==> src/design/sfcb_ram.sv <==
// Single write port, single registered read port RAM.
module sfcb_ram #(
    parameter int DEPTH  = 128,
    parameter int WIDTH  = 8,
    parameter int ADDR_W = $clog2(DEPTH)
) (
    input  logic              aclk,
    input  logic              we,
    input  logic [ADDR_W-1:0] waddr,
    input  logic [WIDTH-1:0]  wdata,
    input  logic              re,
    input  logic [ADDR_W-1:0] raddr,
    output logic [WIDTH-1:0]  rdata
);

    logic [WIDTH-1:0] mem [DEPTH];
    logic [WIDTH-1:0] rdata_reg;

    always_ff @(posedge aclk) begin
        if (we) begin
            mem[waddr] <= wdata;
        end
        if (re) begin
            rdata_reg <= mem[raddr];
        end
    end

    assign rdata = rdata_reg;

endmodule

==> config.mk <==
export PLATFORM = sky130hd
export DESIGN_NAME = sfcb_ram
export DESIGN_NICKNAME = d
export VERILOG_FILES = /design/src/design/sfcb_ram.sv
export SDC_FILE = /design/constraint.sdc
export NUM_CORES = 1
export LEC_CHECK = 0
export BUFFER_PORTS_ARGS = -buffer_cell sky130_fd_sc_hd__buf_2
export CAP_MARGIN = 20
export CORE_UTILIZATION = 45
export DETAILED_ROUTE_END_ITERATION = 12
export HOLD_SLACK_MARGIN = 0.15
export PLACE_DENSITY_LB_ADDON = 0.12
export SKIP_CTS_REPAIR_TIMING = 1
export SLEW_MARGIN = 5
export SYNTH_ARGS = -nofsm -noshare
export SYNTH_HDL_FRONTEND = slang
export SYNTH_SLANG_ARGS = --single-unit
==> constraint.sdc <==
create_clock -name aclk -period 10.73 [get_ports aclk]
set_clock_uncertainty 0.2 [all_clocks]
set_input_delay 2.146 -clock aclk [delete_from_list [all_inputs] [get_ports aclk]]
set_output_delay 2.146 -clock aclk [all_outputs]
set_load 0.05 [all_outputs]
Yosys cells after proc, flatten, opt, wreduce, memory -nomap -nowiden
Memory sizes are Yosys's and may differ from the RTL's. A register that Yosys moved wholly into a read port is not among the register bits.
Cells that the tools add are included.
{"block": "totals", "register_bits": 0, "memories": 1, "wordCells": 3, "ram_bits": 1024}
{"name": "mem", "depth": 128, "word_bits": 8, "rd": 1, "rd_ports_with_merged_regs": 1, "wr": 1, "line": "16", "text": "logic [WIDTH-1:0] mem [DEPTH];"}
{"block": "classes", "n_mux": 2}
{"op": "two-way mux 1 bit", "count": 2}

Depth between registers and ports, before layout
{"block": "depth", "word_depth": 2, "depth_mapped": 7}

Least setup slack after synthesis
No wires, ideal clock.
{"block": "synth_timing", "path_type": "input port to flip-flop", "from": "input port raddr[0]", "to": "register rdata_reg[0], in the netlist rdata[0] (read register of mem) (data pin)", "arrival_time_ns": 4.530, "path_buffers": 2, "path_stages": 6, "setup_slack_ns": 5.741, "path_cell_list": "clkbuf_1 buf_1 mux4_2 mux4_2 mux4_2 mux2_2"}
{"element": "start, declared", "line": "12", "text": "input logic [ADDR_W-1:0] raddr,"}
{"element": "end, declared", "line": "17", "text": "logic [WIDTH-1:0] rdata_reg;"}

==> metrics.txt <==
die width=299 um; Synth Area in XOR/XNOR=0%; IO buf count=32; Worst EP arrival=5.65 ns; DR iter-0 viols=1686; main combinational cell family by area after synthesis=multiplexers; Compound-Gate Fraction of Synth Area=0%; DP Cell Count=2778; largest net degree at the start of global routing=130; fillers=6752; syn_nets=1660; first-pass GRT wire length=133000 um; sequential area share after synthesis=78.0%; Leak=13.5 nW; Area contributors post-synth=edfxtp_1 (78%), mux4_2 (19%), nor2_1 (1.2%); antenna violations before repair=9; critical path endpoint category=flop; Avg Synthesized Cell Area=24.3 um2; I/O pin cnt=33; synth unique cells=16; RSZ-0062 raised after global routing=false; adder-cell area share of the yosys netlist=0%; post-DP HPWL=56200 um; Worst IR Drop VDD=0.161 mV; htree depth=3; synth warn=0; endpoints failing hold=0; total number of vias=17.5k; f_max=0.184 GHz; Root Driver=clkbuf_16; simple-gate share of the synthesized area=1.75%; clock buffer depth=3; # DRC=0; hold_ws=1.02 ns; CTS tree=yes; Syn Inst Count=1635; layout cell share with drive strength beyond 1=31.3%; post-synthesis mux area share=19.3%; total global routing overflow=0; outcome=finished, final reports clean; final wirelength=91700 um; fin crit period=5.44 ns; CTS Buf Count=103; Die Ht=299 um; post-synthesis cell type with the largest combined area=edfxtp_1; num rows=108; final setup fails=0; final cell count without fillers=2965; final worst-path cycle share=50.7%; nets@finish=1758; CP Max Fanout=78; clock sink count=1032; die area=0.0895 mm2; Antenna Nets Post-Route=0; worst slew pin tran=1.15 ns; Yosys top cell area share=78.0%; power per cell area=185 mW/mm2; mapped cell area=0.0397 mm2; Synth Register Bits=1032; total track usage=21.0%; clock slew at reported path FFs=0.06 ns; WL/cell=30.9 um; max-slew violations=0; Initial Util=45.6%; CP required=10.94 ns; min-delay worst type=reg2reg; Largest register FFs=1024; max-cap viol count=0; Pre-antenna DRT Iters=8; Syn-to-layout area delta=12.3%; vias in the first global route=18.4k; clk_lat worst skew=0.67 ns; Worst Setup Start Kind=input pin; RD Place Congestion=0.769; TNS Setup=0 ns; CORE AREA=0.0872 mm2; Setup CP Type=in2reg; max_slew headroom=23.1%; vias per inst=5.92
[cell usage after synthesis]
cell and count:
nor2_1 122, buf_2 15, nand2_1 14, nand3_1 12, clkbuf_1 44, nand4_1 3, mux4_2 336, mux2_2 8
edfxtp_1 1032, nor3_1 9, buf_1 18, nor2b_1 7, nand2b_1 2, buf_4 11, buf_6 1, or3_1 1
[worst max-delay path, stage by stage]
cell    delay, ns
buf_8        0.64
buf_12       0.52
mux4_2       0.60
mux4_2       0.56
mux4_2       0.61
mux2_2       0.31
[routing by layer]
layer  GRT usage, %  routed length [um]  part of all wire, %
met1           30.2               39900                   43
met2           33.5               44900                   49
met3           3.63                4980                  5.4
met4           5.82                1930                  2.1
met5              0                  13                0.014
[metrics by stage]
step                      setup WS (ns)  util, %  area [um2]  total power, W
after CTS                          5.24     51.1       44600         0.00835
after floorplan                    5.74        -       39700         0.00478
after global placement             4.51     47.4       41300         0.00496
final                              5.29     51.2       44600         0.00828
after detailed placement           4.51     47.5       41400         0.00496
after global routing               5.06     51.2       44600         0.00851
[power by group]
part	leakage, nW	total (W)	switching (W)	internal, W
sequential	9.28	0.00446	0.00000701	0.00446
combinational	2.72	0.000406	0.000246	0.000160
clock	1.54	0.00341	0.00146	0.00194
[final timing paths]
check / end / cells past startpoint / slack [ns] / from
setup / recovery: rdata[4]$_DFFE_PP_ / 6 / 5.29 / raddr[0]
hold / removal: rdata[5]$_DFFE_PP_ / 4 / 1.02 / mem[108][5]$_DFFE_PP_
hold reg to reg: rdata[5]$_DFFE_PP_ / 4 / 1.02 / mem[108][5]$_DFFE_PP_
setup reg to reg: rdata[3]$_DFFE_PP_ / 4 / 7.95 / mem[23][3]$_DFFE_PP_
[logic make-up (layout without fill, tap and decap cells)]
kind of cell / after synthesis / after routing
flip-flops: 1032 / 1032
AND/OR/NAND/NOR: 170 / 170
multiplexers: 344 / 344
other: 0 / 3
buffers and inverters: 89 / 261
[layout make-up]
type	instances	area, um2	area share [%]
Sequential cell	1032	31000	69.5
Multi-Input combinational cell	514	8380	18.8
Clock buffer	134	2760	6.18
Tap cell	1155	1450	3.24
Timing Repair Buffer	82	651	1.46
Clock inverter	45	384	0.861
Antenna cell	3	7.51	0.0168
[layout by cell type (no fill, tap or decap), drive strengths merged, types with 2 or more instances in the layout]
cell	n
diode	3
nand3	12
nor2b	7
buf	82
mux2	8
nand4	3
clkinvlp	2
nor3	9
nor2	122
edfxtp	1032
nand2b	2
mux4	336
clkinv	36
bufinv	6
clkbuf	134
nand2	14
(Power assumes the default switching activity.)
