===== src/design/sfcb_pkg.sv =====
// Shared types, sizes and codes for the serial flow control buffers.
package sfcb_pkg;

    localparam int RX_DEPTH   = 128;
    localparam int TX_DEPTH   = 1024;
    localparam int RX_AW      = $clog2(RX_DEPTH);
    localparam int TX_AW      = $clog2(TX_DEPTH);
    localparam int RX_CW      = $clog2(RX_DEPTH + 1);
    localparam int TX_CW      = $clog2(TX_DEPTH + 1);

    localparam int LIMIT_W    = 8;
    localparam int EXT_W      = 7;
    localparam int IDLE_W     = 16;
    localparam int CFG_W      = 16;
    localparam int CFG_IDX_W  = 2;
    localparam int SUM_W      = LIMIT_W + 1;
    localparam int CAP_W      = (RX_CW > SUM_W) ? RX_CW : SUM_W;

    localparam int BYTE_W     = 8;
    localparam int RX_COUNT_W = 8;
    localparam int TX_COUNT_W = 11;
    localparam int STATUS_W   = 2;
    localparam int FUNC_W     = 2;

    localparam int S_DATA_W   = 24;
    localparam int M_DATA_W   = 48;
    localparam int S_USED_W   = 3 + 2 * BYTE_W;
    localparam int M_USED_W   = 3 + STATUS_W + 2 * BYTE_W + 1 + RX_COUNT_W + TX_COUNT_W;

    typedef enum logic [CFG_IDX_W-1:0] {
        REG_RX_LIMIT   = 2'd0,
        REG_RX_EXT     = 2'd1,
        REG_IDLE_LIMIT = 2'd2
    } cfg_idx_t;

    typedef enum logic [FUNC_W-1:0] {
        FUNC_TICK  = 2'd0,
        FUNC_START = 2'd1,
        FUNC_PUSH  = 2'd2,
        FUNC_POP   = 2'd3
    } func_t;

    typedef enum logic [STATUS_W-1:0] {
        EXIT_NO_ACT   = 2'd0,
        EXIT_FULL     = 2'd1,
        EXIT_OVERFLOW = 2'd2
    } exit_t;

    typedef struct packed {
        logic [CAP_W-1:0]  cap;
        logic [CAP_W-1:0]  high;
        logic [IDLE_W-1:0] idle_limit;
    } cfg_t;

    typedef struct packed {
        func_t             func;
        logic              cts;
        logic              tx_empty;
        logic              rx_avail;
        logic [BYTE_W-1:0] rx_byte;
        logic [BYTE_W-1:0] host_byte;
    } item_t;

    typedef struct packed {
        logic              tx_valid;
        logic              rts;
        logic              session_done;
        exit_t             exit_status;
        logic              rd_sel;
        logic              push_ok;
        logic [RX_COUNT_W-1:0] rx_count;
        logic [TX_COUNT_W-1:0] tx_count;
    } res_t;

    typedef struct packed {
        logic              we;
        logic [TX_AW-1:0]  waddr;
        logic [BYTE_W-1:0] wdata;
        logic              re;
        logic [TX_AW-1:0]  raddr;
    } tx_mem_req_t;

    typedef struct packed {
        logic              we;
        logic [RX_AW-1:0]  waddr;
        logic [BYTE_W-1:0] wdata;
        logic              re;
        logic [RX_AW-1:0]  raddr;
    } rx_mem_req_t;

endpackage


===== src/design/sfcb_ctrl.sv =====
// Session sequencer, ring pointers and fills, and the result register.
module sfcb_ctrl (
    input  logic                  aclk,
    input  logic                  aresetn,
    input  logic                  fire,
    input  sfcb_pkg::item_t       item,
    input  sfcb_pkg::cfg_t        cfg,
    output sfcb_pkg::tx_mem_req_t tx_req,
    output sfcb_pkg::rx_mem_req_t rx_req,
    output sfcb_pkg::res_t        res
);
    import sfcb_pkg::*;

    typedef enum logic [1:0] {
        PH_IDLE  = 2'd0,
        PH_POLL  = 2'd1,
        PH_FLUSH = 2'd2
    } phase_t;

    phase_t            phase_reg, phase_next;
    logic              rts_reg, rts_next;
    logic [IDLE_W-1:0] idle_reg, idle_next;
    logic [RX_AW-1:0]  rx_wr_reg, rx_wr_next, rx_rd_reg, rx_rd_next;
    logic [RX_CW-1:0]  rx_fill_reg, rx_fill_next;
    logic [TX_AW-1:0]  tx_wr_reg, tx_wr_next, tx_rd_reg, tx_rd_next;
    logic [TX_CW-1:0]  tx_fill_reg, tx_fill_next;
    res_t              res_reg, res_next;

    logic              rx_room;
    logic [RX_CW-1:0]  rx_fill_put;
    logic [IDLE_W-1:0] idle_inc;
    logic [IDLE_W-1:0] idle_poll;
    logic              tx_act;
    logic              tx_send;
    logic              rx_store;
    logic              tx_store;
    logic              rx_load;

    always_comb begin
        rx_room     = CAP_W'(rx_fill_reg) < cfg.cap;
        rx_fill_put = rx_room ? rx_fill_reg + 1'b1 : rx_fill_reg;
        idle_inc    = (idle_reg != '1) ? idle_reg + 1'b1 : idle_reg;
        tx_act      = item.cts && (tx_fill_reg != '0);
        idle_poll   = tx_act ? IDLE_W'(1) : idle_inc;

        phase_next   = phase_reg;
        rts_next     = rts_reg;
        idle_next    = idle_reg;
        rx_wr_next   = rx_wr_reg;
        rx_rd_next   = rx_rd_reg;
        rx_fill_next = rx_fill_reg;
        tx_wr_next   = tx_wr_reg;
        tx_rd_next   = tx_rd_reg;
        tx_fill_next = tx_fill_reg;
        tx_send      = 1'b0;
        rx_store     = 1'b0;
        tx_store     = 1'b0;
        rx_load      = 1'b0;
        res_next     = res_reg;

        if (fire) begin
            res_next.session_done = 1'b0;
            res_next.exit_status  = EXIT_NO_ACT;
            res_next.push_ok      = 1'b0;

            unique case (item.func)
                FUNC_START: begin
                    if (CAP_W'(rx_fill_reg) >= cfg.high) begin
                        res_next.session_done = 1'b1;
                        res_next.exit_status  = rx_room ? EXIT_FULL : EXIT_OVERFLOW;
                    end else begin
                        rts_next   = 1'b1;
                        phase_next = PH_POLL;
                        idle_next  = '0;
                    end
                end
                FUNC_PUSH: begin
                    if (tx_fill_reg < TX_CW'(TX_DEPTH)) begin
                        tx_store          = 1'b1;
                        res_next.push_ok  = 1'b1;
                    end
                end
                FUNC_POP: begin
                    rx_load = rx_fill_reg != '0;
                end
                FUNC_TICK: begin
                    unique case (phase_reg)
                        PH_POLL: begin
                            tx_send = tx_act && item.tx_empty;
                            if (tx_act) begin
                                idle_next = '0;
                            end
                            if (item.rx_avail) begin
                                idle_next = '0;
                                rx_store  = rx_room;
                                if (CAP_W'(rx_fill_put) >= cfg.high) begin
                                    rts_next   = 1'b0;
                                    phase_next = PH_FLUSH;
                                end
                            end else begin
                                idle_next = idle_poll;
                                if (idle_poll >= cfg.idle_limit) begin
                                    res_next.session_done = 1'b1;
                                    res_next.exit_status  = EXIT_NO_ACT;
                                    phase_next            = PH_IDLE;
                                end
                            end
                        end
                        PH_FLUSH: begin
                            if (item.rx_avail) begin
                                idle_next = '0;
                                rx_store  = rx_room;
                                if (CAP_W'(rx_fill_put) >= cfg.cap) begin
                                    res_next.session_done = 1'b1;
                                    res_next.exit_status  = EXIT_OVERFLOW;
                                    phase_next            = PH_IDLE;
                                end
                            end else begin
                                idle_next = idle_inc;
                                if (idle_inc >= cfg.idle_limit) begin
                                    res_next.session_done = 1'b1;
                                    res_next.exit_status  = EXIT_FULL;
                                    phase_next            = PH_IDLE;
                                end
                            end
                        end
                        default: ;
                    endcase
                end
                default: ;
            endcase

            if (tx_store) begin
                tx_wr_next = (tx_wr_reg == TX_AW'(TX_DEPTH - 1)) ? '0 : tx_wr_reg + 1'b1;
            end
            if (tx_send) begin
                tx_rd_next = (tx_rd_reg == TX_AW'(TX_DEPTH - 1)) ? '0 : tx_rd_reg + 1'b1;
            end
            unique case ({tx_store, tx_send})
                2'b10:   tx_fill_next = tx_fill_reg + 1'b1;
                2'b01:   tx_fill_next = tx_fill_reg - 1'b1;
                default: tx_fill_next = tx_fill_reg;
            endcase

            if (rx_store) begin
                rx_wr_next   = (rx_wr_reg == RX_AW'(RX_DEPTH - 1)) ? '0 : rx_wr_reg + 1'b1;
                rx_fill_next = rx_fill_reg + 1'b1;
            end
            if (rx_load) begin
                rx_rd_next   = (rx_rd_reg == RX_AW'(RX_DEPTH - 1)) ? '0 : rx_rd_reg + 1'b1;
                rx_fill_next = rx_fill_reg - 1'b1;
            end

            res_next.tx_valid = tx_send;
            res_next.rd_sel   = rx_load;
            res_next.rts      = rts_next;
            res_next.rx_count = RX_COUNT_W'(rx_fill_next);
            res_next.tx_count = TX_COUNT_W'(tx_fill_next);
        end
    end

    always_ff @(posedge aclk) begin
        if (!aresetn) begin
            phase_reg   <= PH_IDLE;
            rts_reg     <= 1'b0;
            idle_reg    <= '0;
            rx_wr_reg   <= '0;
            rx_rd_reg   <= '0;
            rx_fill_reg <= '0;
            tx_wr_reg   <= '0;
            tx_rd_reg   <= '0;
            tx_fill_reg <= '0;
            res_reg     <= '0;
        end else begin
            phase_reg   <= phase_next;
            rts_reg     <= rts_next;
            idle_reg    <= idle_next;
            rx_wr_reg   <= rx_wr_next;
            rx_rd_reg   <= rx_rd_next;
            rx_fill_reg <= rx_fill_next;
            tx_wr_reg   <= tx_wr_next;
            tx_rd_reg   <= tx_rd_next;
            tx_fill_reg <= tx_fill_next;
            res_reg     <= res_next;
        end
    end

    assign tx_req = '{we: tx_store, waddr: tx_wr_reg, wdata: item.host_byte,
                      re: tx_send, raddr: tx_rd_reg};
    assign rx_req = '{we: rx_store, waddr: rx_wr_reg, wdata: item.rx_byte,
                      re: rx_load, raddr: rx_rd_reg};
    assign res    = res_reg;

endmodule


===== config.mk =====
export PLATFORM = sky130hd
export DESIGN_NAME = sfcb_ctrl
export DESIGN_NICKNAME = d
export VERILOG_FILES = /design/src/design/sfcb_pkg.sv /design/src/design/sfcb_ctrl.sv
export SDC_FILE = /design/constraint.sdc
export NUM_CORES = 1
export LEC_CHECK = 0
export ABC_CLOCK_PERIOD_IN_PS = 4700
export BUFFER_PORTS_ARGS = -buffer_cell sky130_fd_sc_hd__buf_2
export CAP_MARGIN = 30
export CORE_UTILIZATION = 35
export CTS_CLUSTER_SIZE = 8
export DETAILED_ROUTE_END_ITERATION = 6
export SLEW_MARGIN = 20
export SYNTH_ARGS = -nofsm -noshare
export SYNTH_HDL_FRONTEND = slang
export SYNTH_SLANG_ARGS = --single-unit
export TNS_END_PERCENT = 30

===== constraint.sdc =====
create_clock -name aclk -period 4.7 [get_ports aclk]
set_clock_uncertainty 0.2 [all_clocks]
set_input_delay 0.94 -clock aclk [delete_from_list [all_inputs] [get_ports aclk]]
set_output_delay 0.94 -clock aclk [all_outputs]
set_load 0.02 [all_outputs]

After elaboration in Yosys (flattened, before gate mapping)
Index checks and enable logic that the tools add are counted. Widths: inputs -> output; s select.

Input port bits: 58. Logic and storage cells: 123. Register bits: 78. Output and inout port bits: 80.

Order comparisons: 7. Eq/ne operators: 21. Reductions and logical operators: 18. Muxes and demuxes: 54. $add $sub $neg: 9.

Operators by type and width (count): $mux 16 (5); $pmux 16 s2 (2); $ge 16x16->1 (2); $ge 8x9->1 (3); $mux 8 (3); $pmux 11 s2 (1); $add 10x1->10 const B (2); $eq 10x10->1 const B (2); $mux 1 (20); $mux 10 (2); $mux 3 (6); $add 16x1->16 const B (1); $mux 2 (8); $ne 16x16->1 const B (1); $ne 4x4->1 const B (4); $add 7x1->7 const B (2); $eq 7x7->1 const B (2); $mux 7 (2); $pmux 3 s2 (2); $reduce_and 2->1 (6); $add 11x1->11 const B (1); $lt 11x11->1 const B (1); $reduce_bool 11->1 (1); $sub 11x1->11 const B (1); 18 further kinds (29).

Logic depth before layout (Yosys ltp)
Word-level depth: 9. Mapped depth: 16. Depth with buffers taken out: 16.

Worst setup path after synthesis
No wires, ideal clock.

Path type: input port to flip-flop. From: input port cfg[31] (netlist name). To: register phase_reg[0]. Data arrival time: 3.844 ns. Setup time: 0.126 ns. Data required time: 4.374 ns. Buffers on the path: 0. Setup slack: 0.530 ns. Stages: 16. Path through: inv_1 > ha_1 > a21o_1 > a21oi_1 > o211ai_1 > nand2_1 > nand2_1 > xnor2_1 > ha_1 > nor2_1 > or4b_1 > a2111oi_0 > nor2_1 > o211ai_1 > nand3_1 > mux2i_1.

Longest elaborated chain between the ends: 5. Elaborated cells between the ends (all ways): 7. Those cells by class: order compare: 3; eq/ne: 2; mux: 1; reduce/logical: 1.

Ends and longest elaborated chain: start: declaration (RTL line sfcb_ctrl.sv:7) `input sfcb_pkg::cfg_t cfg,`; $lt 8x9->1 (RTL line sfcb_ctrl.sv:40) `rx_room = CAP_W'(rx_fill_reg) < cfg.cap;`; $mux 8 (RTL line sfcb_ctrl.sv:41) `rx_fill_put = rx_room ? rx_fill_reg + 1'b1 : rx_fill_reg;`; $ge 8x9->1 (on tied branches) (RTL line sfcb_ctrl.sv:113, sfcb_ctrl.sv:96); $ne 4x4->1 (no line); $reduce_and 8->1 (no line) (*); end signal: assignment (RTL line sfcb_ctrl.sv:175) `phase_reg <= phase_next;`; end: declaration (RTL line sfcb_ctrl.sv:20) `phase_t phase_reg, phase_next;`.

Every way passes the cells marked *; elsewhere a longest branch is shown, timed or not. A chain may end at the register's enable or synchronous reset.

Worst setup path after layout
From: input port cfg[26] (netlist name). To: register res_reg, in the netlist res[24].

Longest elaborated chain between the ends: 5.

Ends and longest elaborated chain: $lt 8x9->1 (RTL line sfcb_ctrl.sv:40); $mux 8 (RTL line sfcb_ctrl.sv:41); $ge 8x9->1 (RTL line sfcb_ctrl.sv:96) `if (CAP_W'(rx_fill_put) >= cfg.high) begin`; $ne 2x2->1 (no line); $reduce_and 6->1 (no line); end signal: assignment (RTL line sfcb_ctrl.sv:184) `res_reg <= res_next;`; end: declaration (RTL line sfcb_ctrl.sv:27) `res_t res_reg, res_next;`.

No other way between the ends.

==> flow_summary_export.csv <==
group,metric,value,unit
placement,place_hpwl,11300,um
floorplan,pin_count,138,
synthesis,synth_edf_count,0,
cts,ctsResizeCount,0,
grt,grt_pass1_vias,5072,
critical_path,worstPathCellList,"buf_2 -> inv_1 -> ha_1 -> a2111oi_2 -> o211ai_1 -> nand2_1 -> nand2_1 -> xnor2_1 -> ha_1 -> nor2_1 -> or4b_1 -> a2111oi_0 -> nor2_1 -> o211ai_1 -> nand3_1 -> o22ai_1",
placement,portBuffers,105,
route,wire_per_inst,13.8,um
cts,numCtsBuffers,9,
synthesis,yosys.area.top_type,"dfxtp_1",
synthesis,synth_top_family_by_area,"simple AND/OR/NAND/NOR gates",
final_layout,area_growth,15.6,%
synthesis,synth_area_leaders,"dfxtp_1, ha_1, nor2_1",
synthesis,async_flop_share,0,
placement,gp_congestion,0.841,
cts,hold_buffers,0,
synthesis,synth-xor-area-share,0.0777,
synthesis,yosysTopAreaCellShare,0.257,
min_path,min_path_type,"reg2reg",
sta,finalHoldViolCount,0,
grt,grt_usage,0.171,
critical_path,cpMaxStageDelayCell,"or4b_1",
placement,placed_area,6730,sq um
outcome,status,"finished clean",
final_layout,drive_gt1_frac,0.176,
floorplan,die_w,134,um
synthesis,synth-compound-area-share,0.161,
sta,fmax,238,MHz
final_layout,finish.utilization,0.420,
sta,setup_viol,0,
route,via_count,5442,
synthesis,synth_cell_types,63,
floorplan,core_area,16800,sq um
grt,grt_max_degree,32,
final_layout,largest_register_ffs,26,
power_and_ir_drop,power.total,1.51,mW
critical_path,startpoint_type,"primary input",
sta,post-route-period-util,0.893,
job,cap_violations,0,
synthesis,syn_area_per_cell,8.01,sq um
critical_path,cpPeakStageDelay,520,ps
sta,setup_ws,502,ps
synthesis,ys.warnings.count,0,
final_layout,finalNonFillerCells,1071,
placement,dpl_worst_slack,206,ps
cts,clk_pin_slew,60,ps
grt,grt_overflow,0,
synthesis,synth-main-ff-cell,"dfxtp_1",
cts,htreeDepth,3,
grt,grt_first_pass_wirelength,24800,um
sta,worst_slew_pin_slew,744,ps
final_layout,diodes,0,
critical_path,endpoint_kind,"flop",
cts,cts_tree,"yes",
synthesis,synth-seq-area-share,0.257,
route,dr.pass1.iters,4,
cts,cts-root-buf,"clkbuf_16",
synthesis,synthAdderAreaFrac,0.174,
synthesis,netlist_area,6080,sq um
sta,finalSetupTns,0,ps
route,wirelength,14800,um
cts,clkLatencyLatePin,340,ps
sta,report.final.slew_viol_count,0,
grt,antenna_found_initial,0,
sta,hold_ws,269,ps
floorplan,die_h,134,um
critical_path,criticalPathCategory,"in2reg",
final_layout,multi_input_area,4080,sq um
floorplan,die_area,17900,sq um
sta,finalCriticalPeriod,4200,ps
final_layout,final_nets,988,
route,drc_errors,0,
synthesis,yosys-mux-area-fraction,0.0191,
power_and_ir_drop,p_leak,3.32,nW
critical_path,arrival,4260,ps
cts,post_cts_buffers,0,
power_and_ir_drop,powerDensity,215,nW/um^2
synthesis,yosys_register_bits,78,
synthesis,syn_inst,760,
floorplan,rows,47,
cts,cts_num_sinks,78,
critical_path,path_max_fanout,4,
final_layout,n_fill_cell,1747,
critical_path,cp_data_required_time,4760,ps
sta,rsz0062_at_grt,"false",
placement,dp_cells,1054,
route,ant_nets,0,
route,drt_iter0_markers,308,
sta,max_slew_margin,0.499,
final_layout,final_area,7030,sq um
synthesis,syn-num-nets,902,
cts,cts_buffer_depth,2,
final_layout,register_area,1560,sq um
power_and_ir_drop,vdd_drop_max,0.143,mV
synthesis,synthSimpleGateAreaFrac,0.239,
floorplan,initial_core_util,0.363,
route,post_drt_via_cell_ratio,5.08,
[worst max-delay path, delay by kind of cell]
kind / cells / cell delay [ps]
xor gates and xnor gates: 1 / 210
adders and majority gates: 2 / 520
AOI/OAI and AO/OA: 5 / 1300
and+or+nand+nor: 6 / 1170
buffers and inverters: 2 / 120
[report_power, final]
group          switching [mW]  total (mW)  internal [mW]  leakage (nW)
logic                  0.0836       0.136         0.0524          2.54
registers             0.00462       0.671          0.666         0.629
clock network           0.285       0.708          0.424         0.148
total                   0.373        1.51           1.14          3.32
[layout make-up]
| class | count | area share |
|---|---|---|
| well taps | 220 | 0.0391 |
| clock buffers | 10 | 0.0340 |
| multi-input cells | 592 | 0.581 |
| clock inverters | 6 | 0.00872 |
| inverters | 48 | 0.0256 |
| repair buffers | 117 | 0.0900 |
| flip-flops and latches | 78 | 0.222 |
[cell usage in the layout, fill, tap and decap left out, types with 26 or more instances in the layout]
| cell | synthesis | layout |
|---|---|---|
| buf_2 | 8 | 105 |
| nor2_1 | 88 | 88 |
| ha_1 | 83 | 83 |
| dfxtp_1 | 78 | 78 |
| nand2_1 | 64 | 64 |
| inv_1 | 46 | 46 |
| a21oi_1 | 46 | 46 |
| xnor2_1 | 27 | 27 |
| xor2_1 | 27 | 27 |
| o21ai_0 | 26 | 26 |
[per-layer routing]
| layer | share of wire | track usage | vias up |
|---|---|---|---|
| met1 | 0.49 | 0.230 | 2471 |
| met4 | 0.0063 | 0.0429 | 0 |
| li1 | - | - | 2860 |
| met5 | 0 | 0 | - |
| met2 | 0.46 | 0.272 | 103 |
| met3 | 0.044 | 0.0427 | 8 |
[kinds of logic after synthesis]
kind of cell | Yosys count
compound gates | 151
fa+ha+maj | 84
xor+xnor | 54
flops | 78
simple gates | 292
buf+inv | 90
mux | 11
[cells in the mapped netlist (all sizes together), types with 7 or more instances]
cell type / number
xnor2: 27
nand2: 65
nor3: 13
ha: 83
dfxtp: 78
buf: 32
nand2b: 14
nor2: 88
nand3: 23
a22oi: 12
or3: 12
o211ai: 8
clkbuf: 10
nor2b: 16
nand4: 21
inv: 48
and3: 14
a21oi: 46
a21o: 10
o21ai: 28
xor2: 27
a31oi: 9
a211oi: 7
[worst paths after layout]
check            endpoint        start  slack [ps]  depth (start not counted)
max               res[24]      cfg[26]         500                         16
min               res[21]      res[21]         270                          2
max reg2reg  phase_reg[0]  idle_reg[0]         570                         14
min reg2reg       res[21]      res[21]         270                          2
Note: power is estimated with default switching activity, not from simulation.
