File: config.mk
export PLATFORM = sky130hd
export DESIGN_NAME = sfcb_cfg
export DESIGN_NICKNAME = d
export VERILOG_FILES = /design/src/design/sfcb_pkg.sv /design/src/design/sfcb_cfg.sv
export SDC_FILE = /design/constraint.sdc
export NUM_CORES = 1
export LEC_CHECK = 0
export BUFFER_PORTS_ARGS = -buffer_cell sky130_fd_sc_hd__buf_2
export CORE_MARGIN = 1
export CORE_UTILIZATION = 34
export CTS_BUF_LIST = sky130_fd_sc_hd__clkbuf_4 sky130_fd_sc_hd__clkbuf_8 sky130_fd_sc_hd__clkbuf_16
export DETAILED_ROUTE_END_ITERATION = 6
export PLACE_DENSITY = 0.54
export RECOVER_POWER = 50
export SLEW_MARGIN = 40
export SYNTH_ARGS = -nofsm -noshare
export SYNTH_HDL_FRONTEND = slang
export SYNTH_SLANG_ARGS = --single-unit
File: constraint.sdc
create_clock -name aclk -period 5.1 [get_ports aclk]
set_input_delay 0 -clock aclk [delete_from_list [all_inputs] [get_ports aclk]]
set_output_delay 0 -clock aclk [all_outputs]
set_load 0.02 [all_outputs]
File: src/design/sfcb_pkg.sv
// Shared types, sizes and codes for the serial flow control buffers.
package sfcb_pkg;

    localparam int RX_DEPTH   = 128;
    localparam int TX_DEPTH   = 1024;
    localparam int RX_AW      = $clog2(RX_DEPTH);
    localparam int TX_AW      = $clog2(TX_DEPTH);
    localparam int RX_CW      = $clog2(RX_DEPTH + 1);
    localparam int TX_CW      = $clog2(TX_DEPTH + 1);

    localparam int LIMIT_W    = 8;
    localparam int EXT_W      = 7;
    localparam int IDLE_W     = 16;
    localparam int CFG_W      = 16;
    localparam int CFG_IDX_W  = 2;
    localparam int SUM_W      = LIMIT_W + 1;
    localparam int CAP_W      = (RX_CW > SUM_W) ? RX_CW : SUM_W;

    localparam int BYTE_W     = 8;
    localparam int RX_COUNT_W = 8;
    localparam int TX_COUNT_W = 11;
    localparam int STATUS_W   = 2;
    localparam int FUNC_W     = 2;

    localparam int S_DATA_W   = 24;
    localparam int M_DATA_W   = 48;
    localparam int S_USED_W   = 3 + 2 * BYTE_W;
    localparam int M_USED_W   = 3 + STATUS_W + 2 * BYTE_W + 1 + RX_COUNT_W + TX_COUNT_W;

    typedef enum logic [CFG_IDX_W-1:0] {
        REG_RX_LIMIT   = 2'd0,
        REG_RX_EXT     = 2'd1,
        REG_IDLE_LIMIT = 2'd2
    } cfg_idx_t;

    typedef enum logic [FUNC_W-1:0] {
        FUNC_TICK  = 2'd0,
        FUNC_START = 2'd1,
        FUNC_PUSH  = 2'd2,
        FUNC_POP   = 2'd3
    } func_t;

    typedef enum logic [STATUS_W-1:0] {
        EXIT_NO_ACT   = 2'd0,
        EXIT_FULL     = 2'd1,
        EXIT_OVERFLOW = 2'd2
    } exit_t;

    typedef struct packed {
        logic [CAP_W-1:0]  cap;
        logic [CAP_W-1:0]  high;
        logic [IDLE_W-1:0] idle_limit;
    } cfg_t;

    typedef struct packed {
        func_t             func;
        logic              cts;
        logic              tx_empty;
        logic              rx_avail;
        logic [BYTE_W-1:0] rx_byte;
        logic [BYTE_W-1:0] host_byte;
    } item_t;

    typedef struct packed {
        logic              tx_valid;
        logic              rts;
        logic              session_done;
        exit_t             exit_status;
        logic              rd_sel;
        logic              push_ok;
        logic [RX_COUNT_W-1:0] rx_count;
        logic [TX_COUNT_W-1:0] tx_count;
    } res_t;

    typedef struct packed {
        logic              we;
        logic [TX_AW-1:0]  waddr;
        logic [BYTE_W-1:0] wdata;
        logic              re;
        logic [TX_AW-1:0]  raddr;
    } tx_mem_req_t;

    typedef struct packed {
        logic              we;
        logic [RX_AW-1:0]  waddr;
        logic [BYTE_W-1:0] wdata;
        logic              re;
        logic [RX_AW-1:0]  raddr;
    } rx_mem_req_t;

endpackage

File: src/design/sfcb_cfg.sv
// Configuration registers and derived receive capacity and high-water mark.
module sfcb_cfg (
    input  logic                          aclk,
    input  logic                          aresetn,
    input  logic                          cfg_wr_en,
    input  logic [sfcb_pkg::CFG_IDX_W-1:0] cfg_index,
    input  logic [sfcb_pkg::CFG_W-1:0]    cfg_wdata,
    output sfcb_pkg::cfg_t                cfg
);
    import sfcb_pkg::*;

    logic [LIMIT_W-1:0] rx_limit_reg;
    logic [EXT_W-1:0]   rx_ext_reg;
    logic [IDLE_W-1:0]  idle_limit_reg;
    logic [SUM_W-1:0]   sum;
    logic [CAP_W-1:0]   cap;
    logic [CAP_W-1:0]   ext_w;

    always_ff @(posedge aclk) begin
        if (!aresetn) begin
            rx_limit_reg   <= LIMIT_W'(3);
            rx_ext_reg     <= EXT_W'(64);
            idle_limit_reg <= IDLE_W'(100);
        end else if (cfg_wr_en) begin
            unique case (cfg_index)
                REG_RX_LIMIT:   rx_limit_reg   <= cfg_wdata[LIMIT_W-1:0];
                REG_RX_EXT:     rx_ext_reg     <= cfg_wdata[EXT_W-1:0];
                REG_IDLE_LIMIT: idle_limit_reg <= cfg_wdata[IDLE_W-1:0];
                default: ;
            endcase
        end
    end

    always_comb begin
        sum   = SUM_W'(rx_limit_reg) + SUM_W'(rx_ext_reg);
        ext_w = CAP_W'(rx_ext_reg);
        cap   = (CAP_W'(sum) > CAP_W'(RX_DEPTH)) ? CAP_W'(RX_DEPTH) : CAP_W'(sum);
        cfg.cap        = cap;
        cfg.high       = (cap > ext_w) ? (cap - ext_w) : '0;
        cfg.idle_limit = idle_limit_reg;
    end

endmodule

Word-level counts from Yosys, hierarchy flattened
Cells that the tools add are included.
Operators by class
  $lt $le $gt $ge: 2
  divide/modulo/power cells: 0
  $add $sub $neg: 2
  multiply operators: 0
  reduce and logical (&&, ||, !) cells: 4
  equal/unequal tests: 2
  multiplexer cells: 2
  shifts and indexed selects: 0
  bitwise gates (word level): 0
Operators with widths (count)
  9-bit two-way mux: 2
  8-bit by 7-bit adder with 9-bit output: 1
  9-bit by 7-bit > comparator with 1-bit output: 1
  9-bit by 8-bit > comparator with 1-bit output (second input constant): 1
  9-bit by 7-bit subtractor with 9-bit output: 1
  2-bit AND reduction: 3
  2-bit by 1-bit equality test with 1-bit output (second input constant): 1
  2-bit equality test (second input constant): 1
  2-bit zero test: 1
Word-level totals
  ROM bits: 0
  memories kept: 0
  output and inout bits: 34
  word-level logic and storage cells: 15
  flip-flop bits (word level): 31
  bits in writable memories: 0
  bits in latches: 0
  input bits: 21

Longest topological paths before layout
Gate-level depths: netlist of run 1.
  depth after elaboration: 5
  depth in mapped cells: 18
  mapped depth without buffers: 18

Worst setup path after synthesis of run 1
Ideal clock, no wire load.
  kind: register to output
  start point: register rx_ext_reg[0]
  end point: output port cfg[24] (netlist name)
  arrival: 4399 ps
  buffers on the path: 0
  stages on the path, launching flop included: 18
  required time: 5100 ps
  path slack: 701 ps
  cells stage by stage: dfxtp_1 -> ha_1 -> inv_1 -> fa_1 -> nor2b_2 -> o2111ai_1 -> and3b_1 -> o2111ai_1 -> a211oi_1 -> a21oi_1 -> nor2_1 -> fa_1 -> a21o_1 -> a21o_1 -> a21o_1 -> a21oi_1 -> o21bai_1 -> a2111oi_2
RTL lines
  start: declaration: line sfcb_cfg.sv:13  | logic [EXT_W-1:0] rx_ext_reg;
  start signal: assignment: line sfcb_cfg.sv:27  | REG_RX_EXT: rx_ext_reg <= cfg_wdata[EXT_W-1:0];
  end: declaration: line sfcb_cfg.sv:8  | output sfcb_pkg::cfg_t cfg

==> reports/metrics.csv, run 1 <==
stage,metric,value,unit
synth,async_reset_ff_frac,0,
global_route,grt_pass1_vias,1920,
finish,area_growth,26.9,%
drt,first_pass_iters,4,
clocking,cts_tree,yes,
global_route,grt_overflow,0,
critical_path,rrSetupSlack,4.28,ns
drt,drc,0,
synth,synth_cells,262,
synth,synth.area.mux_share,0.0613,
power,power_frac_comb,0.358,
power,clkPwrFrac,0.296,
power,leakage,1.15,nW
placement,dp_cells,381,
critical_path,timing.rr.end,rx_limit_reg[7],
sta,max_freq,214,MHz
sta,setup_viol,0,
drt,vias,2080,
placement,port_buffers,53,
critical_path,critPathRequiredTime,5.10,ns
sta,hold_slack,0.0975,ns
clocking,cts_buffers,5,
critical_path,cp.arrival,4.67,ns
drt,routed_wl,5320,um
sta,relSlewSlack,0.580,
floorplan,die_y,81.0,um
power,p_int,0.487,mW
drt,viasPerCell,5.14,
global_route,grt_max_degree,32,
synth,ys_seq_area_frac,0.292,
finish,design_area,2690,um2
synth,yosys_most_used_dff,dfxtp_1,
floorplan,initial_core_util,0.357,
synth,ys_types,53,
synth,synth_top_cell_area_share,0.292,
synth,synth-simple-area-share,0.238,
critical_path,r2r-start,rx_limit_reg[7],
critical_path,reg2reg_depth,2,
synth,synth-compound-area-share,0.240,
power,p_sw_frac,0.343,
power,p_seq_frac,0.347,
synth,syn_area_per_cell,8.10,um2
min_path,whs_path_depth,2,
finish,fin_nets,365,
global_route,grt_first_pass_wirelength,8740,um
synth,synth_nets,298,
synth,synthAdderAreaFrac,0.0955,
drt,post_drt_wl_per_cell,13.1,um
power,powerDensity,275,nW/um2
sta,period_minus_slack,4.67,ns
drt,ant_nets,0,
floorplan,core,5960,um2
synth,synth_xor_area_frac,0.0247,
finish,fillers,632,
min_path,hp-start,aresetn,
global_route,gr-usage-all-layers,0.174,
synth,netlist_top_cells_area,"dfxtp_1 (29%), nand2_1 (8.5%), ha_1 (7.7%)",
floorplan,die_area,6570,um2
clocking,cts_setup_buffers,0,
finish,antenna_cells,0,
synth,yosys_warnings,0,
synth,synth_top_family_by_area,compound AO/OA/AOI/OAI gates,
critical_path,path_max_fanout,5,
critical_path,path_class,register to output pin,
synth,synth_common_cells,"nand2_1 (48), dfxtp_1 (31), a21oi_1 (17)",
clocking,path_clk_slew,0.06,ns
critical_path,cp-startpoint,rx_limit_reg[0],
sta,rsz0062_at_grt,false,
finish,final_util,0.452,
power,finalPower,0.742,mW
synth,synth_most_common_cell,nand2_1,
sta,skew,0,ns
min_path,worstHoldPathType,primary input to register,
drt,drt_iter0_drc,111,
sta,tightestPinTransition,0.628,ns
critical_path,start_kind,register,
status,status,completed,
synth,yosys.area.top_type,dfxtp_1,
placement,post-place-ws,0.443,ns
sta,slew_viol_final,0,
synth,ys_ff_latch,31,
power,vdd_drop_max,162,uV
finish,stdcell_count,405,
power,p_sw,0.255,mW
critical_path,cp-end-kind,output pin,
floorplan,die_x,81.0,um
clocking,clockRootBuffer,clkbuf_8,
floorplan,rows,28,
placement,place_congestion,0.828,
synth,synth_edf_count,0,
finish,drive_above_1_share,0.161,
sta,hold_viol_final,0,
min_path,min_to,rx_limit_reg[0],
finish,largest_reg_flops,16,
clocking,clockBufferDepth,2,
clocking,clkLatencyLatePin,0.28,ns
synth,netlist_area,2120,um2
sta,finalWorstSetupSlack,0.430,ns
job,drv_cap,0,
clocking,cts_max_level,2,
clocking,cts_sinks,31,
floorplan,pin_count,55,
placement,dp_hpwl,4070,um
sta,setup_tns,0,ns
sta,timing.final.crit_share,0.916,
global_route,grt_antenna_before_repair,0,
placement,placed_cell_area,2450,um2
[metal layers]
layer  routed length [um]  track usage  part of all wire  vias up
met3                  247       0.0404             0.046        6
met1                 2480        0.203              0.47      964
met5                    0            0                 0        -
met4                   59       0.0589             0.011        0
met2                 2530        0.309              0.48       57
li1                     -            -                 -     1053
[worst max-delay path by stage]
stage          endpoint  slack (ns)  depth (start not counted)
6_report        cfg[24]        0.43                         18
4_1_cts         cfg[24]        0.12                         18
3_3_place_gp    cfg[24]        0.58                         18
2_1_floorplan   cfg[24]        0.70                         17
5_1_grt         cfg[18]        0.08                         19
3_5_place_dp    cfg[24]        0.44                         18
[cell families (layout without fill, tap and decap cells)]
logic type	count (synthesis)	in the layout
other	1	1
AO/OA/AOI/OAI	70	70
XOR/XNOR	6	6
buffers and inverters	24	92
adder cells (fa/ha/maj)	15	15
flip-flops	31	31
multiplexers	13	13
AND/OR/NAND/NOR	102	102
[power groups by stage]
stage               Clock (mW)  Sequential (mW)  Combinational, mW
floorplan                    0            0.266              0.183
global placement             0            0.262              0.256
detailed placement           0            0.262              0.258
CTS                      0.227            0.257              0.268
global route             0.235            0.258              0.293
finish                   0.219            0.257              0.265
[final cells by class]
type	count	area (um2)	share of cell area
clock buffers	8	104	0.0386
inverters	13	48.8	0.0181
multi-input cells	207	1420	0.525
flip-flops and latches	31	622	0.231
well taps	75	93.8	0.0348
repair buffers	71	410	0.152
[cells in the final DEF (no fill, tap or decap), types with 2 or more instances in the layout]
cell type,count
nor3_1,6
nand2_1,48
nor2_1,9
dfxtp_1,30
clkbuf_1,24
xnor2_1,3
o21bai_1,2
and3b_1,2
or2_1,3
buf_2,29
a21o_1,8
nand3b_1,4
mux2i_1,13
o211ai_1,3
nor2b_1,12
a21oi_1,16
clkbuf_8,7
inv_1,12
and2_1,2
dlygate4sd3_1,16
nor3b_1,3
a21boi_0,13
o21ai_0,6
a211oi_1,2
nand3_1,5
o21a_1,2
nand2b_1,2
fa_1,2
ha_1,13
buf_4,2
xor2_1,3
[worst max-delay path, stage by stage (launching register included)]
cell and delay [ns]:
dfxtp_1 0.41, ha_1 0.22, inv_1 0.06, fa_1 0.41, nor2b_2 0.16, o2111ai_1 0.18, and3b_1 0.29, o2111ai_2 0.25
a211oi_1 0.13, a21oi_2 0.25, nor2_1 0.14, fa_1 0.47, a21o_1 0.17, a21o_1 0.19, a21o_1 0.19, a21oi_1 0.22
o21bai_1 0.11, a2111oi_2 0.31, buf_2 0.21
[timing repair]
item	CTS	global route
setup endpoints to repair	0	7
resized for setup	0	3
hold endpoints to repair	19	0
hold buffers	16	0
(Power assumes the default switching activity.)
==> inputs of run 2 (changes only) <==
- GPL_TIMING_DRIVEN: unset -> 0
==> run 2 against run 1 <==
  * First-iteration DRC count decreased by 44%
  * Final area up 1.4%
  * Global-route usage fell by 0.26 points
  * Hold slack worse by 0.094 ns
  * Core utilization up 0.65 points
  * Combinational power is 3% higher
  * Via count is 0.77% lower
  * Clock power hardly changed
  * Count of clock-buffer cells in the layout stayed put
  * Highest routed layer unchanged
==> reports/metrics.csv, run 2 (synthesis results as in run 1) <==
stage,metric,value,unit,change
status,status,completed,,
critical_path,critPathBufInv,2,,unchanged
critical_path,critPathRequiredTime,5.10,ns,about the same
floorplan,rows,28,,unchanged
critical_path,crit_chain,ha_1 -> inv_1 -> fa_1 -> nor2b_2 -> o2111ai_1 -> and3b_1 -> o2111ai_2 -> a211oi_1 -> a21oi_2 -> nor2_1 -> fa_1 -> a21o_1 -> a21o_1 -> a21o_1 -> a21oi_1 -> o21bai_1 -> a2111oi_2 -> buf_2,,
clocking,clockRootBuffer,clkbuf_8,,
drt,ant_nets,0,,unchanged
critical_path,slowest_delay,0.47,ns,about the same
sta,slew_viol_final,0,,unchanged
clocking,path_clk_slew,0.06,ns,about the same
placement,dp_hpwl,4050,um,-0.66%
drt,post_drt_wl_per_cell,12.6,um,-4.0%
sta,max_freq,209,MHz,-2.6%
drt,drt_iter0_drc,62,,-44%
critical_path,cp.arrival,4.80,ns,+0.13 ns
sta,setup_viol,0,,unchanged
critical_path,start_kind,register,,
placement,place_congestion,0.777,,-6.2%
critical_path,path_delay_family,compound AO/OA/AOI/OAI gates,,
global_route,grt_max_degree,11,,-66%
sta,setup_tns,0,ns,unchanged
finish,fillers,629,,-0.47%
job,drv_cap,0,,unchanged
drt,drc,0,,unchanged
finish,largest_reg_flops,16,,unchanged
sta,rsz0062_at_grt,false,,
floorplan,initial_core_util,0.357,,unchanged
global_route,gr-usage-all-layers,0.171,,-0.00256
sta,skew,0,ns,unchanged
drt,vias,2064,,-0.77%
global_route,grt_first_pass_wirelength,8740,um,about the same
drt,routed_wl,5210,um,-2.1%
sta,hold_slack,0.00336,ns,-0.0941 ns
floorplan,pin_count,55,,unchanged
power,powerDensity,273,nW/um2,-0.79%
sta,tightestPinTransition,0.599,ns,-0.0293 ns
finish,final_util,0.459,,+0.00651
finish,drive_above_1_share,0.186,,+0.0258
clocking,clockBufferDepth,2,,unchanged
drt,viasPerCell,5.00,,-2.7%
min_path,worstHoldPathType,primary input to register,,
global_route,grt_overflow,0,,unchanged
sta,timing.final.crit_share,0.940,,+0.0247
critical_path,rrSetupSlack,4.36,ns,+0.08 ns
sta,relSlewSlack,0.601,,+0.0208
global_route,grt_pass1_vias,1940,,+1.0%
placement,port_buffers,53,,unchanged
clocking,clkLatencyLatePin,0.28,ns,about the same
finish,area_growth,28.7,%,
sta,hold_viol_final,0,,unchanged
finish,fin_nets,373,,+2.2%
drt,first_pass_iters,4,,unchanged
floorplan,die_area,6570,um2,unchanged
clocking,cts_sinks,31,,unchanged
sta,finalWorstSetupSlack,0.304,ns,-0.126 ns
finish,final_common_cell,nand2_1,,
power,vdd_drop_max,222,uV,+37%
critical_path,crit_top_cell,a21o_1,,
power,finalPower,0.746,mW,+0.64%
finish,final_cell_mix,"nand2_1 (48), buf_2 (35), dfxtp_1 (29)",,
clocking,cts_buffers,5,,unchanged
floorplan,die_x,81.0,um,unchanged
placement,post-place-ws,0.0654,ns,-0.378 ns
global_route,grt_antenna_before_repair,0,,unchanged
power,leakage,1.17,nW,+2.3%
critical_path,path_class,register to output pin,,
sta,period_minus_slack,4.80,ns,+0.126 ns
finish,antenna_cells,0,,unchanged
floorplan,core,5960,um2,unchanged
clocking,cts_max_level,2,,unchanged
critical_path,path_max_fanout,8,,+3
floorplan,die_y,81.0,um,unchanged
critical_path,cpMaxStageDelayCell,fa_1,,
clocking,cts_tree,yes,,
critical_path,cp-end-kind,output pin,,
## run 2: cell count changes in the layout (fill, tap and decap cells not counted), moves of 2 or more
cell | previous run | this run
clkbuf_1 | 24 | 27
buf_2 | 29 | 35
dlygate4sd3_1 | 16 | 13
buf_4 | 2 | 4
## run 2: per-layer routing
metal	GRT usage	part of all wire	up-vias
li1	-	-	1066
met1	0.216	0.48	922
met2	0.292	0.46	67
met3	0.0247	0.052	9
met4	0.0661	0.014	0
met5	0	0	-
## run 2: power by group
group / leakage (nW) / switching (mW) / total (mW) / internal [mW]
sequential: 0.252 / 0.00589 / 0.257 / 0.251
combinational: 0.866 / 0.161 / 0.272 / 0.111
clock: 0.0549 / 0.0892 / 0.218 / 0.128
## run 2: layout make-up
type,instances,area (um2),share of cell area
multi-input combinational,207,1430,0.522
sequential,31,623,0.228
timing repair buffer,68,388,0.142
clock buffer,8,104,0.0380
tap,75,93.8,0.0343
buffer,11,48.8,0.0179
inverter,13,48.8,0.0179
## run 2: worst paths after layout
| kind | from | endpoint | depth (start not counted) |
|---|---|---|---|
| min reg2reg | idle_limit_reg[14] | idle_limit_reg[14] | 2 |
| max reg2reg | rx_limit_reg[7] | rx_limit_reg[7] | 3 |
| min | cfg_wdata[4] | idle_limit_reg[4] | 3 |
| max | rx_ext_reg[0] | cfg[24] | 18 |
## run 2: per-stage QoR
step | area (um2) | std cells
2_1_floorplan | 2120 | 262
3_3_place_gp | 2480 | 390
3_5_place_dp | 2480 | 390
4_1_cts | 2730 | 411
5_1_grt | 2730 | 413
6_report | 2730 | 413
## run 2: what timing repair did
item,CTS,global route
endpoints found under the setup margin,7,7
gates resized for setup,2,4
pin swaps,0,3
endpoints found under the hold margin,15,0
hold buffers,13,0
setup buffers,0,2
## run 2: worst min-delay path: cells and delay by family
| kind | cells | cell delay [ns] |
|---|---|---|
| buffers and inverters | 1 | 0.12 |
| AOI/OAI and AO/OA | 1 | 0.06 |
| and+or+nand+nor | 1 | 0.05 |
==> inputs of run 3 (changes only) <==
- HOLD_SLACK_MARGIN: unset -> 0.15
==> run 3 against run 2 <==
  * Wire length up 1.8%
  * Clock power hardly changed
  * Sequential power about the same
  * Hold slack gained 0.28 ns
  * Die area is the same
  * Clock skew did not move
  * Sequential share of layout area fell by 0.33 points
  * Critical path depth is the same
  * First-iteration DRC count is 11% lower
  * Worst setup slack is essentially flat
  * Cell count increased by 0.97%
  * Non-clock buffer count up 4
  * Critical path type unchanged
  * Critical endpoint unchanged
  * Largest cell class unchanged
  * Highest routed layer unchanged
==> reports/metrics.csv, run 3 (synthesis results as in run 1) <==
stage,metric,value,unit,change
status,status,completed,,
sta,rsz0062_at_grt,false,,
power,leakage,1.19,nW,+1.4%
finish,antenna_cells,0,,unchanged
placement,dp_cells,390,,unchanged
sta,relSlewSlack,0.600,,-0.00125
critical_path,reg2reg_depth,3,,unchanged
critical_path,timing.rr.end,rx_limit_reg[7],,
drt,drc,0,,unchanged
sta,skew,0,ns,unchanged
sta,timing.final.crit_share,0.940,,about the same
power,p_sw,0.257,mW,+0.16%
global_route,grt_pass1_vias,2004,,+3.3%
finish,fin_nets,377,,+1.1%
floorplan,die_x,81.0,um,unchanged
placement,place_congestion,0.777,,unchanged
critical_path,rrSetupSlack,4.36,ns,about the same
sta,tightestPinTransition,0.600,ns,+0.00188 ns
floorplan,die_y,81.0,um,unchanged
drt,vias,2085,,+1.0%
clocking,clockRootBuffer,clkbuf_8,,
floorplan,rows,28,,unchanged
clocking,cts_buffers,5,,unchanged
sta,hold_viol_final,0,,unchanged
global_route,grt_antenna_before_repair,0,,unchanged
critical_path,path_max_fanout,8,,unchanged
drt,viasPerCell,5.00,,about the same
finish,final_common_cell,nand2_1,,
global_route,grt_overflow,0,,unchanged
critical_path,path_class,register to output pin,,
sta,hold_slack,0.286,ns,+0.282 ns
power,vdd_drop_max,220,uV,-0.72%
power,p_int,0.492,mW,+0.41%
global_route,grt_max_degree,11,,unchanged
clocking,clockBufferDepth,2,,unchanged
critical_path,critPathRequiredTime,5.10,ns,about the same
critical_path,slowest_delay,0.47,ns,about the same
critical_path,critPathBufInv,2,,unchanged
critical_path,path_delay_family,compound AO/OA/AOI/OAI gates,,
global_route,gr-usage-all-layers,0.175,,+0.00402
critical_path,cpMaxStageDelayCell,fa_1,,
min_path,worstHoldPathType,primary input to register,,
finish,area_growth,30.6,%,
finish,final_cell_mix,"nand2_1 (48), buf_2 (35), dfxtp_1 (29)",,
critical_path,crit_top_cell,a21o_1,,
drt,first_pass_iters,4,,unchanged
clocking,cts_sinks,31,,unchanged
sta,max_freq,209,MHz,about the same
floorplan,die_area,6570,um2,unchanged
power,power_frac_comb,0.366,,+0.002
finish,final_util,0.466,,+0.00672
critical_path,cp_num_cells,18,,unchanged
floorplan,pin_count,55,,unchanged
power,p_sw_frac,0.343,,-0.000574
finish,drive_above_1_share,0.184,,-0.00218
drt,routed_wl,5300,um,+1.8%
critical_path,cp-endpoint,cfg[24],,
critical_path,start_kind,register,,
job,drv_cap,0,,unchanged
power,clkPwrFrac,0.290,,about the same
sta,setup_viol,0,,unchanged
sta,slew_viol_final,0,,unchanged
power,p_seq_frac,0.343,,about the same
global_route,grt_first_pass_wirelength,8980,um,+2.8%
sta,period_minus_slack,4.80,ns,-0.000498 ns
drt,drt_iter0_drc,55,,-11%
drt,post_drt_wl_per_cell,12.7,um,+0.79%
placement,dp_hpwl,4050,um,unchanged
clocking,cts_tree,yes,,
critical_path,r2r-start,rx_limit_reg[7],,
sta,setup_tns,0,ns,unchanged
clocking,clkLatencyLatePin,0.28,ns,about the same
finish,largest_reg_flops,16,,unchanged
clocking,cts_max_level,2,,unchanged
floorplan,initial_core_util,0.357,,unchanged
power,finalPower,0.749,mW,+0.32%
finish,stdcell_count,417,,+0.97%
critical_path,cp-startpoint,rx_ext_reg[0],,
placement,port_buffers,53,,unchanged
power,powerDensity,270,nW/um2,-1.1%
floorplan,core,5960,um2,unchanged
critical_path,cp.arrival,4.80,ns,about the same
critical_path,cp-end-kind,output pin,,
critical_path,crit_chain,ha_1 -> inv_1 -> fa_1 -> nor2b_2 -> o2111ai_1 -> and3b_1 -> o2111ai_2 -> a211oi_1 -> a21oi_2 -> nor2_1 -> fa_1 -> a21o_1 -> a21o_1 -> a21o_1 -> a21oi_1 -> o21bai_1 -> a2111oi_2 -> buf_2,,
drt,ant_nets,0,,unchanged
clocking,path_clk_slew,0.06,ns,about the same
run 3: layout make-up:
cell class	instances	area [um2]
clock buffers	8	104
well taps	75	93.8
fillers	625	3180
multi-input cells	207	1430
flip-flops and latches	31	623
plain buffers	11	48.8
repair buffers	72	428
inverters	13	48.8
run 3: per-layer routing:
layer / up-vias / wire length, um / global-route usage
li1: 1072 / - / -
met1: 942 / 2510 / 0.218
met2: 63 / 2450 / 0.303
met3: 8 / 276 / 0.0270
met4: 0 / 66 / 0.0661
met5: - / 0 / 0
run 3: stage by stage:
stage	cell area (um2)	setup slack, ns
final	2770	0.305
after global routing	2770	0.0415
after global placement	2480	0.0538
after CTS	2770	0.0301
after floorplan	2120	0.701
after detailed placement	2480	0.0654
run 3: worst reg2reg max path: stages (launching register included):
cell and delay, ns:
dfxtp_1 0.30, buf_4 0.16, mux2i_1 0.12, nor2b_1 0.06
run 3: repair_timing:
action	4_1_cts	5_1_grt
pin swaps	0	3
gates resized for setup	2	4
buffers inserted	0	2
hold buffers	17	0
setup endpoints to repair	7	7
endpoints found under the hold margin	31	0
cloned	0	0
run 3: worst min-delay path by stage:
stage                   endpoint  slack [ns]         start  cells after the start
4_1_cts        idle_limit_reg[1]        0.30     cfg_wr_en                      4
3_5_place_dp   idle_limit_reg[5]        0.26  cfg_wdata[5]                      3
5_1_grt        idle_limit_reg[4]        0.36     cfg_wr_en                      4
3_3_place_gp   idle_limit_reg[5]        0.25  cfg_wdata[5]                      3
2_1_floorplan  idle_limit_reg[6]        0.12  cfg_wdata[6]                      2
6_report       idle_limit_reg[4]        0.29     cfg_wr_en                      4
run 3: power groups by stage:
stage	logic (mW)	registers (mW)	clock network, mW
floorplan	0.183	0.266	0
global placement	0.256	0.262	0
detailed placement	0.258	0.262	0
CTS	0.270	0.257	0.222
global route	0.305	0.258	0.231
finish	0.274	0.257	0.217
